--- config.mk ---
export PLATFORM = sky130hd
export DESIGN_NAME = kmer_encode_reverse_complement
export DESIGN_NICKNAME = d
export VERILOG_FILES = /design/src/hdl/kmer_pkg.sv /design/src/hdl/kmer_encode_reverse_complement.sv
export SDC_FILE = /design/constraint.sdc
export NUM_CORES = 1
export LEC_CHECK = 0
export BUFFER_PORTS_ARGS = -buffer_cell sky130_fd_sc_hd__buf_2
export CELL_PAD_IN_SITES_DETAIL_PLACEMENT = 1
export CELL_PAD_IN_SITES_GLOBAL_PLACEMENT = 2
export CORE_UTILIZATION = 39
export DETAILED_ROUTE_END_ITERATION = 10
export PLACE_DENSITY_LB_ADDON = 0.1
export SLEW_MARGIN = 5
export SYNTH_ARGS = -nofsm -noshare
export SYNTH_HDL_FRONTEND = slang
export SYNTH_SLANG_ARGS = --single-unit
--- constraint.sdc ---
create_clock -name clk -period 9.7 [get_ports clk]
set_input_delay 1.455 -clock clk [delete_from_list [all_inputs] [get_ports clk]]
set_output_delay 1.455 -clock clk [all_outputs]
set_load 0.01 [all_outputs]
--- src/hdl/kmer_pkg.sv ---
// ----------------------------------------------------------------------------
// kmer_pkg: shared types and constants for the k-mer encoder
// Holds the 2-bit base codes, the length limits and the ASCII decode function.
// ----------------------------------------------------------------------------
package kmer_pkg;

    typedef logic [1:0] base_code_t;
    typedef logic [5:0] kmer_len_t;

    typedef struct packed {
        logic       ok;
        base_code_t code;
    } base_decode_t;

    // Longest k-mer that still gives codes, and the saturated "overlong" count
    localparam int        MAX_K      = 32;
    localparam kmer_len_t MAX_LEN    = 6'(MAX_K);
    localparam kmer_len_t LEN_SAT    = 6'(MAX_K + 1);
    localparam int        CODE_BITS  = 64;
    localparam int        PAIRS      = CODE_BITS / 2;

    localparam base_code_t CODE_A = 2'd3;
    localparam base_code_t CODE_C = 2'd2;
    localparam base_code_t CODE_G = 2'd1;
    localparam base_code_t CODE_T = 2'd0;

    localparam logic [7:0] ASCII_A_UP = 8'h41;
    localparam logic [7:0] ASCII_C_UP = 8'h43;
    localparam logic [7:0] ASCII_G_UP = 8'h47;
    localparam logic [7:0] ASCII_T_UP = 8'h54;
    localparam logic [7:0] ASCII_A_LO = 8'h61;
    localparam logic [7:0] ASCII_C_LO = 8'h63;
    localparam logic [7:0] ASCII_G_LO = 8'h67;
    localparam logic [7:0] ASCII_T_LO = 8'h74;

    // Map a character to its base code; anything else decodes as T, not ok
    function automatic base_decode_t decode_base(input logic [7:0] ch);
        base_decode_t d;
        d.ok   = 1'b1;
        d.code = CODE_T;
        unique case (ch) inside
            ASCII_A_UP, ASCII_A_LO: d.code = CODE_A;
            ASCII_C_UP, ASCII_C_LO: d.code = CODE_C;
            ASCII_G_UP, ASCII_G_LO: d.code = CODE_G;
            ASCII_T_UP, ASCII_T_LO: d.code = CODE_T;
            default:                d.ok   = 1'b0;
        endcase
        return d;
    endfunction

endpackage

--- src/hdl/kmer_encode_reverse_complement.sv ---
// ----------------------------------------------------------------------------
// kmer_encode_reverse_complement: streaming 2-bit k-mer encoder
// Packs one nucleotide character per item and, on the last one, reports the
// forward code, the reverse complement, the length and an error flag.
// ----------------------------------------------------------------------------
//
//  channel  | direction | handshake                 | payload
//  ---------+-----------+---------------------------+---------------------------
//  item     | in        | item_valid / item_stall   | symbol[7:0], last
//  result   | out       | result_valid/result_stall | forward_code[63:0],
//           |           |                           | reverse_code[63:0],
//           |           |                           | kmer_length[5:0], error
//
//  One item is taken per cycle unless stalled; a result appears in the cycle after its last item.
//  The rate is set by the single result register: the input stalls only while
//  that register holds a result that the consumer is stalling.
//  Reset (rst_n low, asynchronous) clears the k-mer state and the result valid.
//  The reverse complement is built as characters arrive, one pair per item, so
//  the output path has no wide shifter.
//
module kmer_encode_reverse_complement
(
    input  logic        clk,
    input  logic        rst_n,

    input  logic        item_valid,
    output logic        item_stall,
    input  logic [7:0]  symbol,
    input  logic        last,

    output logic        result_valid,
    input  logic        result_stall,
    output logic [63:0] forward_code,
    output logic [63:0] reverse_code,
    output logic [5:0]  kmer_length,
    output logic        error
);

    // k-mer accumulation state
    logic [kmer_pkg::CODE_BITS-1:0] fwd_reg, fwd_next;
    logic [kmer_pkg::CODE_BITS-1:0] rev_reg, rev_next;
    kmer_pkg::kmer_len_t            count_reg, count_next;
    logic                           bad_reg, bad_next;

    // result register
    logic                           res_valid_reg, res_valid_next;
    logic [kmer_pkg::CODE_BITS-1:0] res_fwd_reg, res_rev_reg;
    kmer_pkg::kmer_len_t            res_len_reg;
    logic                           res_err_reg;

    kmer_pkg::base_decode_t         dec;
    logic                           accept;
    logic                           err_now;

    // Stall only when a finished result is still held by the consumer
    assign item_stall = res_valid_reg && result_stall;
    assign accept     = item_valid && !item_stall;

    assign dec = kmer_pkg::decode_base(symbol);

    // Running values including the current character
    always_comb
    begin
        fwd_next = {fwd_reg[kmer_pkg::CODE_BITS-3:0], dec.code};
        bad_next = bad_reg || !dec.ok;
        if (count_reg < kmer_pkg::LEN_SAT)
        begin
            count_next = count_reg + 6'd1;
        end
        else
        begin
            count_next = count_reg;
        end
        // Drop the complemented code into the pair at the current position;
        // the first character lands lowest, so the result is right aligned
        rev_next = rev_reg;
        for (int i = 0; i < kmer_pkg::PAIRS; i++)
        begin
            if (count_reg == 6'(i))
            begin
                rev_next[2*i +: 2] = ~dec.code;
            end
        end
        err_now = bad_next || (count_next > kmer_pkg::MAX_LEN);
    end

    always_ff @(posedge clk or negedge rst_n)
    begin
        if (!rst_n)
        begin
            fwd_reg   <= '0;
            rev_reg   <= '0;
            count_reg <= '0;
            bad_reg   <= 1'b0;
        end
        else if (accept)
        begin
            if (last)
            begin
                // Clear for the next k-mer
                fwd_reg   <= '0;
                rev_reg   <= '0;
                count_reg <= '0;
                bad_reg   <= 1'b0;
            end
            else
            begin
                fwd_reg   <= fwd_next;
                rev_reg   <= rev_next;
                count_reg <= count_next;
                bad_reg   <= bad_next;
            end
        end
    end

    // Load a new result on a last item, clear it once taken, else hold while stalled
    always_comb
    begin
        if (accept && last)
        begin
            res_valid_next = 1'b1;
        end
        else if (res_valid_reg && !result_stall)
        begin
            res_valid_next = 1'b0;
        end
        else
        begin
            res_valid_next = res_valid_reg;
        end
    end

    always_ff @(posedge clk or negedge rst_n)
    begin
        if (!rst_n)
        begin
            res_valid_reg <= 1'b0;
        end
        else
        begin
            res_valid_reg <= res_valid_next;
        end
    end

    always_ff @(posedge clk)
    begin
        if (accept && last)
        begin
            res_fwd_reg <= err_now ? '0 : fwd_next;
            res_rev_reg <= err_now ? '0 : rev_next;
            res_len_reg <= count_next;
            res_err_reg <= err_now;
        end
    end

    assign result_valid = res_valid_reg;
    assign forward_code = res_fwd_reg;
    assign reverse_code = res_rev_reg;
    assign kmer_length  = res_len_reg;
    assign error        = res_err_reg;

    // ------------------------------------------------------------------------
    // Assertions
    // ------------------------------------------------------------------------
    a_last_clears_state: assert property (@(posedge clk) disable iff (!rst_n)
        accept && last |=> res_valid_reg && count_reg == '0 && !bad_reg
                           && fwd_reg == '0 && rev_reg == '0)
        else $error("last item did not produce a result and clear the state");

    a_count_saturates: assert property (@(posedge clk) disable iff (!rst_n)
        count_reg <= kmer_pkg::LEN_SAT)
        else $error("character count beyond saturation value");

    a_error_zeroes_codes: assert property (@(posedge clk) disable iff (!rst_n)
        res_valid_reg && res_err_reg |-> res_fwd_reg == '0 && res_rev_reg == '0)
        else $error("errored result carries non-zero codes");

    a_good_length_in_range: assert property (@(posedge clk) disable iff (!rst_n)
        res_valid_reg && !res_err_reg
            |-> res_len_reg != '0 && res_len_reg <= kmer_pkg::MAX_LEN)
        else $error("error-free result with out-of-range length");

    a_stall_only_when_full: assert property (@(posedge clk) disable iff (!rst_n)
        item_stall |-> res_valid_reg && !(accept && last))
        else $error("input stalled with no held result");

endmodule

==> summary by stage <==
Outcome
The flow ran to the end, and the final reports show no timing, DRC or antenna violations.

Route
Summed over all nets, wire length on met3 after detailed routing comes to ~1100 microns. The first TritonRoute pass finished after 4 iterations. After detailed routing, the number of vias per cell comes to about 5.4. The number of DRC markers after the initial detailed-route iteration is 600.

The wire length on met2 is between 15000 and 20000 microns. In this run the remaining antenna-violating nets after routing total 0. After detailed routing, the average wire length per cell comes to approximately 20 microns. The length of routed wiring on met1 is roughly 16000 microns. The post-detailed-routing wire length is around 32000 microns. The number of remaining DRC errors is 0. The detailed router used layers up to and including met4. The via total after detailed routing is roughly 8800.

Floorplan
The starting density of the core is between 30% and 40%. The total area inside the core boundary comes to roughly 32000 sq um. The vertical extent of the die is approximately 180 microns. The number of standard-cell rows in the floorplan is between 60 and 70. The die covers ~33000 sq um. The number of I/O pins is 150. The die is ~180 microns wide.

Clocking
The quantity of hold-fixing buffers added after cts is 0. Post-CTS timing repair inserted 0 buffers for setup. Clock latency on the worst-skew pair, taken at its later pin, is ~570 ps. The tree built by TritonCTS fans out to roughly 270 sinks.

In this run the clock root is driven by a sky130_fd_sc_hd__clkbuf_16. The largest buffer count on any clock path is 3. The register clock-pin slew on the reported worst setup and hold paths is approximately 60 ps. The total clock buffers created by CTS is 30. The number of resized instances in the post-cts repair step is 0. The count of H-tree levels built during CTS is 1. TritonCTS built the clock tree.

Yosys
The net count of the mapped netlist is 1134. The synthesis warning total is 0. Each instance of the synthesized netlist takes up on average 11.2 sq um. The synthesized netlist occupies a cell area of roughly 12000 sq um.

The synthesized design contains 269 register bits. Synthesis produced a netlist whose cell count is roughly 1100. The number of synthesized flops with an enable pin is 135.

The predominant post-synthesis flop cell is sky130_fd_sc_hd__edfxtp_1. Of the synthesized area, sequential elements account for between 50% and 60%. The count of different cell masters after synthesis is between 40 and 50. The share of synthesized registers carrying an async set or reset is between 40% and 50%.

Global route
The initial antenna violation count is 0. The total global routing track utilization is 19.8%. The maximum number of pins on one net before global-route repair is 98. The global-route wire length before repair is a little over 50000 microns. The overflow left after global routing is 0.

The via count of the first global-routing pass is a little over 9000.

Power
The analysis attributes to cell leakage a power of approximately 5.5 nW. For this design the ratio of total power to cell area is about 190 nW/um^2. The worst vdd rail ir drop is roughly 130 uV.

Layout
Leaving out filler cells and counting taps, the final layout contains around 1600. The top cell types in the final layout, fill and taps aside, are 176 x sky130_fd_sc_hd__nand2_1, 147 x sky130_fd_sc_hd__buf_2, 140 x sky130_fd_sc_hd__o21ai_0, 135 x sky130_fd_sc_hd__edfxtp_1, 134 x sky130_fd_sc_hd__dfrtp_1. Cells with a size suffix above 1 make up 22.5% of the layout. The final layout contains roughly 1200 nets. The library cell used most frequently in the layout, excluding fill and tap cells, is sky130_fd_sc_hd__nand2_1. The repair_antennas step left the layout with diodes totalling 0. The area growth from synthesis to final layout is 15.5%.

Placement
The congestion estimate from routability-driven global placement came to between 0.7 and 0.8. Input and output buffers added on the ports amount to ~150. The cell count after placement is roughly 1600.

The HPWL reported at the end of detailed placement is 18000 microns.

Critical path
The critical path is of the reg2reg type. The worst path required time is ~10000 ps. The worst setup path is captured at a flop.

The type of origin of the critical path is a flop. The critical path starts at count_reg[0]$_DFFE_PN0P_. The arrival time at the worst endpoint is approximately 4200 ps. The source of the worst register-to-register timing path is count_reg[0]$_DFFE_PN0P_.

In this run the worst path has a maximum fanout of between 60 and 70.

STA
The number of slew-limit violations in the final report was 0. The worst path in the final design needs a cycle of about 3800 ps, including I/O delays and setup. Setup repair after global routing left no endpoint under its margin.

Summed over all failing endpoints, the final setup total negative slack is 0 ps. In the finished design, the share of the clock period the worst path needs comes to between 30% and 40%. The clock skew is 19.0 ps. The slew at the pin with the worst max-slew slack is 1170 ps.

In this run the tightest slew margin relative to its limit is about a fifth. The final count of negative-setup-slack endpoints is 0. The count of endpoints failing hold in the final timing report was 0. For this run, the top clock speed supported by timing is 261 MHz.

Hold path
In this run the worst hold path is classified as reg2reg. The startpoint identified for the worst hold timing path is fwd_reg[60]$_DFFE_PN0P_.

Job
Max-cap violations in this run came to 0.
==> power breakdown <==
| part | switching (mW) | internal (mW) | total, mW |
|---|---|---|---|
| clock | 0.468 | 0.648 | 1.12 |
| sequential | 0.0373 | 1.26 | 1.29 |
| combinational | 0.230 | 0.0863 | 0.316 |
| total | 0.735 | 1.99 | 2.72 |
==> critical path, cell delays in order, from the launching register on <==
cell,delay [ps]
sky130_fd_sc_hd__dfrtp_1,460
sky130_fd_sc_hd__inv_1,240
sky130_fd_sc_hd__ha_1,220
sky130_fd_sc_hd__or4b_4,480
sky130_fd_sc_hd__a211o_1,310
sky130_fd_sc_hd__a2111o_2,830
sky130_fd_sc_hd__buf_4,540
sky130_fd_sc_hd__a2111oi_2,520
==> final timing paths <==
| kind | depth (start not counted) | slack (ps) | end |
|---|---|---|---|
| worst max register to register | 7 | 5870 | reverse_code[18]$_SDFFCE_PP0P_ |
| worst max-delay path | 7 | 5870 | reverse_code[18]$_SDFFCE_PP0P_ |
| worst min register to register | 2 | 490 | fwd_reg[60]$_DFFE_PN0P_ |
| worst min-delay path | 2 | 490 | fwd_reg[60]$_DFFE_PN0P_ |
| min in group asynchronous | 1 | 940 | fwd_reg[16]$_DFFE_PN0P_ |
| max in group asynchronous | 2 | 7410 | rev_reg[0]$_DFFE_PN0P_ |
==> synthesized netlist by cell type (all sizes together), types with 6 or more instances <==
master	count	area, sq um
and2	6	37.5
a211oi	58	671
edfxtp	135	4050
nand2	178	668
buf	20	133
o21ai	140	701
clkbuf	89	334
dfrtp	134	3350
nor2	24	90.1
nand3	64	320
mux2i	92	921
nor2b	6	37.5
a21oi	83	415
a2111oi	6	90.1
nor3b	6	45.0
a22o	19	166
==> logic make-up after synthesis <==
logic type      share of synthesized area [%]
mux                                      7.47
fa+ha+maj                               0.501
compound gates                           17.4
simple gates                             11.2
xor+xnor                                0.281
flops                                    59.3
buf+inv                                  3.89
==> per-layer routing <==
metal  up-vias  track usage (%)
met5         -                0
met4         0             4.03
met3        41             2.60
met2       143             31.9
met1      4416             28.5
li1       4227                -
==> through the flow <==
| stage | util [%] | hold WS [ps] | worst slack [ps] | total power [mW] | cell area [sq um] |
|---|---|---|---|---|---|
| floorplan | - | 449 | 1190 | 1.53 | 12500 |
| global placement | 42.7 | 470 | 5730 | 1.63 | 13500 |
| detailed placement | 42.7 | 479 | 5710 | 1.63 | 13500 |
| CTS | 45.7 | 493 | 5840 | 2.76 | 14400 |
| global route | 45.7 | 513 | 5690 | 2.83 | 14400 |
| finish | 45.7 | 489 | 5870 | 2.72 | 14400 |
==> area by class of cell <==
cell class | instances | area [sq um]
Sequential cell | 269 | 7410
Tap cell | 402 | 503
Inverter | 5 | 18.8
Clock inverter | 16 | 123
Fill cell | 3418 | 17100
Clock buffer | 40 | 830
Multi-Input combinational cell | 733 | 4650
Timing Repair Buffer | 166 | 882
Power figures use the tool's default switching activity.
